## src/sv/hufd_pkg.sv

```systemverilog
`timescale 1ns / 1ps

package hufd_pkg;

  localparam int NODE_COUNT = 512;
  localparam int IDX_W      = 9;
  localparam int SYM_W      = 8;
  localparam int CODE_W     = 8;
  localparam int CNT_W      = $clog2(CODE_W + 1);

  localparam int S_TDATA_W  = 48;
  localparam int M_TDATA_W  = 8;

  localparam logic [IDX_W-1:0] ROOT_RESET = '0;

  typedef enum logic {
    OP_NODE_WRITE = 1'b0,
    OP_DECODE     = 1'b1
  } opcode_t;

  typedef struct packed {
    logic [IDX_W-1:0] left;
    logic [IDX_W-1:0] right;
    logic [SYM_W-1:0] sym;
    logic             leaf;
  } node_t;

  localparam int NODE_W = $bits(node_t);

endpackage

```

## src/sv/hufd_walker.sv

```systemverilog
`timescale 1ns / 1ps

module hufd_walker (
  input  logic                           clk,
  input  logic                           rst,
  // decode request
  input  logic                           req_valid,
  output logic                           req_ready,
  input  hufd_pkg::opcode_t              req_op,
  input  logic [hufd_pkg::CODE_W-1:0]    req_code,
  input  logic [hufd_pkg::IDX_W-1:0]     root_node,
  // node table read side
  output logic [hufd_pkg::IDX_W-1:0]     raddr,
  input  hufd_pkg::node_t                rd_cur,
  input  hufd_pkg::node_t                rd_root,
  // symbol output
  output logic                           out_valid,
  input  logic                           out_ready,
  output logic [hufd_pkg::SYM_W-1:0]     out_sym,
  output logic                           out_last
);

  typedef enum logic [3:0] {
    S_IDLE  = 4'b0001,
    S_FETCH = 4'b0010,
    S_WALK  = 4'b0100,
    S_FLUSH = 4'b1000
  } state_t;

  state_t                         state, state_next;
  logic [hufd_pkg::CODE_W-1:0]    code_sh, code_sh_next;
  logic [hufd_pkg::CNT_W-1:0]     cnt, cnt_next;
  logic                           first, first_next;
  logic [hufd_pkg::IDX_W-1:0]     cursor, cursor_next;
  logic [hufd_pkg::IDX_W-1:0]     raddr_q, raddr_next;
  logic                           pend_valid, pend_valid_next;
  logic [hufd_pkg::SYM_W-1:0]     pend_sym, pend_sym_next;
  logic                           out_valid_next;
  logic [hufd_pkg::SYM_W-1:0]     out_sym_next;
  logic                           out_last_next;

  hufd_pkg::node_t                cur;
  logic                           hit;
  logic                           out_free;
  logic                           stall;
  logic                           issue;
  logic [hufd_pkg::IDX_W-1:0]     child;

  assign req_ready = (state == S_IDLE);
  assign raddr     = raddr_next;

  // the entry read back is the cursor itself on the first walk cycle, a child after that
  assign hit      = !first && rd_cur.leaf;
  assign cur      = hit ? rd_root : rd_cur;
  assign out_free = !out_valid || out_ready;
  assign stall    = hit && pend_valid && !out_free;
  assign issue    = (cnt != hufd_pkg::CNT_W'(hufd_pkg::CODE_W));
  assign child    = code_sh[hufd_pkg::CODE_W-1] ? cur.right : cur.left;

  always_comb begin
    state_next      = state;
    code_sh_next    = code_sh;
    cnt_next        = cnt;
    first_next      = first;
    cursor_next     = cursor;
    raddr_next      = raddr_q;
    pend_valid_next = pend_valid;
    pend_sym_next   = pend_sym;
    out_valid_next  = out_valid && !out_ready;
    out_sym_next    = out_sym;
    out_last_next   = out_last;

    unique case (state)
      S_IDLE: begin
        if (req_valid && req_op == hufd_pkg::OP_DECODE) begin
          code_sh_next = req_code;
          cnt_next     = '0;
          state_next   = S_FETCH;
        end
      end
      S_FETCH: begin
        raddr_next = cursor;
        first_next = 1'b1;
        state_next = S_WALK;
      end
      S_WALK: begin
        if (!stall) begin
          first_next = 1'b0;
          if (hit) begin
            // the previous symbol of this byte is not the last one: release it
            if (pend_valid) begin
              out_valid_next = 1'b1;
              out_sym_next   = pend_sym;
              out_last_next  = 1'b0;
            end
            pend_valid_next = 1'b1;
            pend_sym_next   = rd_cur.sym;
            cursor_next     = root_node;
          end
          if (issue) begin
            raddr_next   = child;
            cursor_next  = child;
            code_sh_next = {code_sh[hufd_pkg::CODE_W-2:0], 1'b0};
            cnt_next     = cnt + 1'b1;
          end else begin
            state_next = S_FLUSH;
          end
        end
      end
      S_FLUSH: begin
        if (!pend_valid) begin
          state_next = S_IDLE;
        end else if (out_free) begin
          out_valid_next  = 1'b1;
          out_sym_next    = pend_sym;
          out_last_next   = 1'b1;
          pend_valid_next = 1'b0;
          state_next      = S_IDLE;
        end
      end
      default: begin
        state_next = S_IDLE;
      end
    endcase
  end

  always_ff @(posedge clk) begin
    if (rst) begin
      state      <= S_IDLE;
      cursor     <= hufd_pkg::ROOT_RESET;
      pend_valid <= 1'b0;
      out_valid  <= 1'b0;
      first      <= 1'b0;
      cnt        <= '0;
    end else begin
      state      <= state_next;
      cursor     <= cursor_next;
      pend_valid <= pend_valid_next;
      out_valid  <= out_valid_next;
      first      <= first_next;
      cnt        <= cnt_next;
    end
  end

  always_ff @(posedge clk) begin
    code_sh  <= code_sh_next;
    raddr_q  <= raddr_next;
    pend_sym <= pend_sym_next;
    out_sym  <= out_sym_next;
    out_last <= out_last_next;
  end

endmodule

```

## config.mk

```make
export PLATFORM = sky130hd
export DESIGN_NAME = hufd_walker
export DESIGN_NICKNAME = d
export VERILOG_FILES = /design/src/sv/hufd_pkg.sv /design/src/sv/hufd_walker.sv
export SDC_FILE = /design/constraint.sdc
export NUM_CORES = 1
export LEC_CHECK = 0
export ABC_AREA = 0
export BUFFER_PORTS_ARGS = -buffer_cell sky130_fd_sc_hd__buf_4
export CORE_MARGIN = 3
export CORE_UTILIZATION = 44
export CTS_CLUSTER_DIAMETER = 30
export CTS_CLUSTER_SIZE = 24
export DETAILED_ROUTE_END_ITERATION = 10
export PLACE_DENSITY = 0.72
export SLEW_MARGIN = 20
export SYNTH_ARGS = -nofsm -noshare
export SYNTH_HDL_FRONTEND = slang
export SYNTH_SLANG_ARGS = --single-unit
```

## constraint.sdc

```tcl
create_clock -name clk -period 3.3 [get_ports clk]
set_clock_uncertainty 0.15 [all_clocks]
set_input_delay 0.99 -clock clk [delete_from_list [all_inputs] [get_ports clk]]
set_output_delay 0.99 -clock clk [all_outputs]
set_load 0.1 [all_outputs]
```

=== Word-level counts from Yosys, hierarchy flattened ===
Index checks and enable logic that the tools add are counted.
Widths: inputs -> output; s select.

* Bits in registers: 54
* Input bits: 76
* Output and inout port bits: 20
* Word-level logic and storage cells: 94

* Add/sub/neg operators: 1
* Eq/ne operators: 14
* Muxes and demuxes: 46
* Bitwise gates (word level): 1
* Reductions and logical operators: 21

{| class="wikitable"
|+ Operator list
! kind !! number
|-
| $mux 8 || 8
|-
| $mux 9 || 5
|-
| $mux 4 || 8
|-
| $pmux 8 s2 || 2
|-
| $mux 27 || 1
|-
| $pmux 9 s2 || 1
|-
| $pmux 4 s4 || 1
|-
| $mux 1 || 15
|-
| $ne 2x2->1 const B || 7
|-
| $reduce_and 3->1 || 3
|-
| $pmux 1 s2 || 4
|-
| $pmux 4 s2 || 1
|-
| $reduce_and 4->1 || 2
|-
| $reduce_bool 2->1 || 4
|-
| $reduce_and 6->1 || 1
|-
| $logic_and 1x1->1 || 5
|-
| $add 4x1->4 const B || 1
|-
| $eq 4x1->1 const B || 1
|-
| $eq 4x2->1 const B || 1
|-
| $eq 4x3->1 const B || 1
|-
| $eq 4x4->1 const B || 1
|-
| $logic_not 1->1 || 4
|-
| $ne 4x4->1 const B || 1
|-
| $ne 3x3->1 const B || 1
|-
| 4 further kinds || 4
|}

=== Longest topological paths before layout ===
* Depth in word-level cells: 7
* Gate-level depth with buffers: 7

=== Worst setup path after synthesis ===
OpenSTA, ideal clock, no wires.

* Kind: input to output
* Start: input rd_cur[0] (netlist name)
* End: output raddr[0] (netlist name)
* Arrival time: 2.758 ns
* Required time: 2.160 ns
* Path slack: -0.598 ns
* Cell stages on the path: 5
* Cell sequence: nor4bb_1 clkbuf_1 a211oi_4 nor2_2 a221o_1

* Longest elaborated chain between the ends: 6
* Elaborated cells on any way between the ends: 8

{| class="wikitable"
|+ Ends and longest elaborated chain
! what !! RTL line !! text
|-
| start, declared || hufd_walker.sv:14 || <nowiki>input hufd_pkg::node_t rd_cur,</nowiki>
|-
| $logic_and 1x1->1 * || hufd_walker.sv:53 || <nowiki>assign hit = !first && rd_cur.leaf;</nowiki>
|-
| $mux 27 || hufd_walker.sv:54 || <nowiki>assign cur = hit ? rd_root : rd_cur;</nowiki>
|-
| $mux 9 || hufd_walker.sv:58 || <nowiki>assign child = code_sh[hufd_pkg::CODE_W-1] ? cur.right : cur.left;</nowiki>
|-
| $mux 9 || hufd_walker.sv:100 || <nowiki>if (issue) begin</nowiki>
|-
| $mux 9 * || hufd_walker.sv:87 || <nowiki>if (!stall) begin</nowiki>
|-
| $pmux 9 s2 * || hufd_walker.sv:73 || <nowiki>unique case (state)</nowiki>
|-
| end, declared || hufd_walker.sv:13 || <nowiki>output logic [hufd_pkg::IDX_W-1:0] raddr,</nowiki>
|}

Mark *: on every way between the ends. The rest lies on a longest branch, timed or not.

=== Worst setup path in the final report ===
* Start: input out_ready
* End: output raddr[8] (netlist name)

* Longest elaborated chain between the ends: 5

{| class="wikitable"
|+ Ends and longest elaborated chain
! what !! RTL line !! text
|-
| start, declared || hufd_walker.sv:18 || <nowiki>input logic out_ready,</nowiki>
|-
| $logic_or 1x1->1 || hufd_walker.sv:55 || <nowiki>assign out_free = !out_valid || out_ready;</nowiki>
|-
| $logic_not 1->1 || hufd_walker.sv:56 || <nowiki>assign stall = hit && pend_valid && !out_free;</nowiki>
|-
| $logic_and 1x1->1 || hufd_walker.sv:56 ||
|-
| $mux 9 || hufd_walker.sv:87 ||
|-
| $pmux 9 s2 || hufd_walker.sv:73 ||
|}

Every way passes these cells.

==> results.ini <==
[sta]
slew_viol_final = 0
final_hold_viol_count = 0
tightest_slew_ns = 0.652
rsz0062_at_grt = yes
fin_crit_ns = 3.64
whs_ns = 0.277
setup_viol = 9
max_slew_margin_pct = 56.4
fin_crit_sh_pct = 110
max_freq_mhz = 275
fin_ws_ns = -0.336

[global_routing]
grt_pass1_wl_um = 10200
grt_overflow = 0
first_global_vias = 2153
antenna_found_initial = 0
grt_usage_pct = 19.7
grt_max_degree = 21

[clocking]
numCtsBuffers = 5
cts_tree = yes
insertion_delay_ns = 0.31
h-tree-depth = 2
clockBufferDepth = 2
root_buffer = clkbuf_8
clkTransAtPathRegs_ns = 0.10
cts.sinks = 54

[hold_path]
hold_class = flop to flop

[cells_and_area]
n_fill_cell = 464
nets = 413
final_area_sq_mm = 0.00382
layout-drive-gt1-share_pct = 46.7
area_growth_syn_to_layout_pct = 50.5
diodes = 0

[power]
ir_drop_uv = 322
power-per-cell-area_mw_per_mm2 = 464
leakagePower_nw = 1.60

[floorplan]
ioPinCount = 96
dieHeight_um = 82.0
rows = 27
fp.coreArea_sq_mm = 0.00554
dieWidth_um = 82.0
dieArea_sq_mm = 0.00672
start_util_pct = 45.9

[routing]
dr.pass1.iters = 4
vias = 2166
drc_errors = 0
wl_per_cell_um = 15.7
viasPerCell = 5.31
drtIter0Drc = 70
wirelength_um = 6400
ant_nets = 0

[synth]
synth-seq-cells = 54
muxShareOfSynthArea_pct = 8.37
synth_ff_type = dfxtp_1
syn-instance-count = 230
synth.distinct_cells = 43
synth_area_sq_mm = 0.00254
synth-simple-area-share_pct = 18.0
ys_warn_count = 0
synth-compound-area-share_pct = 15.9
avgSynthCellArea_sq_um = 11.0
async_flop_share_pct = 0
synth-xor-area-share_pct = 0.345
yosysSeqAreaShare_pct = 52.4
synth_top_family_by_area = simple AND/OR/NAND/NOR gates
synth_edf_count = 25
syn_nets = 308
synthAdderAreaFrac_pct = 0.985

[placement]
gp_congestion = 0.823
dpl.hpwl_um = 4630
io_buffers = 86
placed_area_sq_mm = 0.00350

[worst_setup_path]
critPathLaunchType = primary input
crit_family = buffers and inverters
crit_chain = buf_6, nor4bb_4, buf_4, a211oi_4, buf_6, buf_6, and2_4, a221o_4, buf_12
end_kind = output port
slowest_delay_ns = 0.35
path_buf_inv = 5
path_max_fanout = 5
cp_slowest_cell = a221o_4
worstSetupPathType = primary input to output port
required_ns = 2.16
crit_arrival_ns = 2.50
path_common_cell = buf_6

[status]
outcome = finished with violations
violations = negative setup slack

[flow_run]
cap_violations = 0

==> stage by stage <==
stage	utilization (%)	worst slack [ns]	total power, W	TNS (ns)	cells
global route	69.0	-0.371	0.00184	-3.16	408
floorplan	-	-0.125	0.00111	-0.958	230
CTS	68.8	-0.333	0.00178	-2.83	407
detailed placement	63.1	-0.411	0.00124	-3.51	395
global placement	63.1	-0.418	0.00123	-3.47	395
finish	69.0	-0.336	0.00177	-2.83	408
==> layout make-up <==
class / instances / area (sq um) / area share (%)
clock inverters: 3 / 47.5 / 1.24
inverters: 7 / 26.3 / 0.687
multi-input cells: 155 / 1280 / 33.4
clock buffers: 5 / 68.8 / 1.80
repair buffers: 112 / 983 / 25.7
well taps: 72 / 90.1 / 2.36
flip-flops and latches: 54 / 1330 / 34.8
==> synth_stat cells, types with 3 or more instances <==
cell / instances / area (sq um)
nand3_1: 3 / 15.0
clkbuf_1: 8 / 30.0
a221o_1: 8 / 80.1
inv_1: 7 / 26.3
mux4_2: 9 / 203
buf_2: 3 / 15.0
a21o_1: 3 / 22.5
or3_1: 9 / 56.3
a211oi_1: 11 / 82.6
and2_1: 11 / 68.8
nand3b_1: 3 / 22.5
edfxtp_1: 25 / 751
nor2_1: 17 / 63.8
dfxtp_1: 29 / 581
nand2_1: 30 / 113
o21ai_0: 14 / 70.1
a21oi_1: 5 / 25.0
==> state kept, by name, indices dropped and copies added, names as in the netlist <==
name        count
cursor          9
raddr_q         9
code_sh         8
out_sym         8
pend_sym        8
cnt             4
state           4
first           1
out_last        1
out_valid       1
pend_valid      1
==> cells by family (layout without fill, tap and decap cells) <==
kind of cell | count (synthesis) | count (layout)
AOI/OAI and AO/OA | 53 | 53
xor gates and xnor gates | 1 | 1
adders and majority gates | 2 | 2
buffers and inverters | 22 | 127
DFF | 54 | 54
muxes | 10 | 10
and+or+nand+nor | 88 | 89
==> what timing repair did <==
item / 4_1_cts / 5_1_grt
cloned: 1 / 0
setup buffers: 3 / 1
pin swaps: 6 / 1
gates resized for setup: 40 / 1
hold buffers: 0 / 0
endpoints found under the hold margin: 0 / 0
endpoints found under the setup margin: 9 / 9
==> per-layer routing <==
metal | routed length [um] | vias up | track usage [%]
li1 | - | 1069 | -
met1 | 2600 | 1041 | 25.1
met2 | 3380 | 51 | 34.8
met3 | 368 | 5 | 3.95
met4 | 54 | 0 | 3.32
met5 | 0 | - | 0
==> cells in the final DEF (no fill, tap or decap), types with 2 or more instances in the layout <==
cell / Yosys / routed
a211oi_1: 11 / 11
nor4b_2: 0 / 2
clkbuf_8: 0 / 5
a221o_4: 0 / 8
buf_12: 0 / 9
or4b_2: 2 / 2
buf_6: 2 / 6
o21ai_0: 14 / 14
a21oi_1: 5 / 5
nand3b_1: 3 / 3
nor2b_1: 2 / 2
ha_1: 2 / 2
buf_4: 0 / 96
a21o_1: 3 / 2
inv_1: 7 / 7
or3_1: 9 / 9
nor2_4: 0 / 2
nor2_1: 17 / 17
mux4_2: 9 / 9
and2_4: 0 / 8
nand4_1: 2 / 2
dfxtp_1: 29 / 29
nand3_1: 3 / 3
and2_1: 11 / 3
nand2_1: 30 / 30
inv_6: 0 / 2
a31oi_1: 2 / 2
edfxtp_1: 25 / 25
==> power by group <==
part / internal (W) / switching, W
registers: 0.000734 / 0.0000147
clock network: 0.000232 / 0.000228
logic: 0.000248 / 0.000317
total: 0.00121 / 0.000560
==> path summary, 6_finish.rpt <==
kind / from / endpoint / slack, ns / cells past startpoint
worst min register to register: pend_sym[6] / out_sym[6] / 0.28 / 0
worst max-delay path: out_ready / raddr[8] / -0.34 / 9
worst max register to register: state[3] / code_sh[2] / 0.79 / 9
worst min-delay path: pend_sym[6] / out_sym[6] / 0.28 / 0
Note: power is estimated with default switching activity, not from simulation.
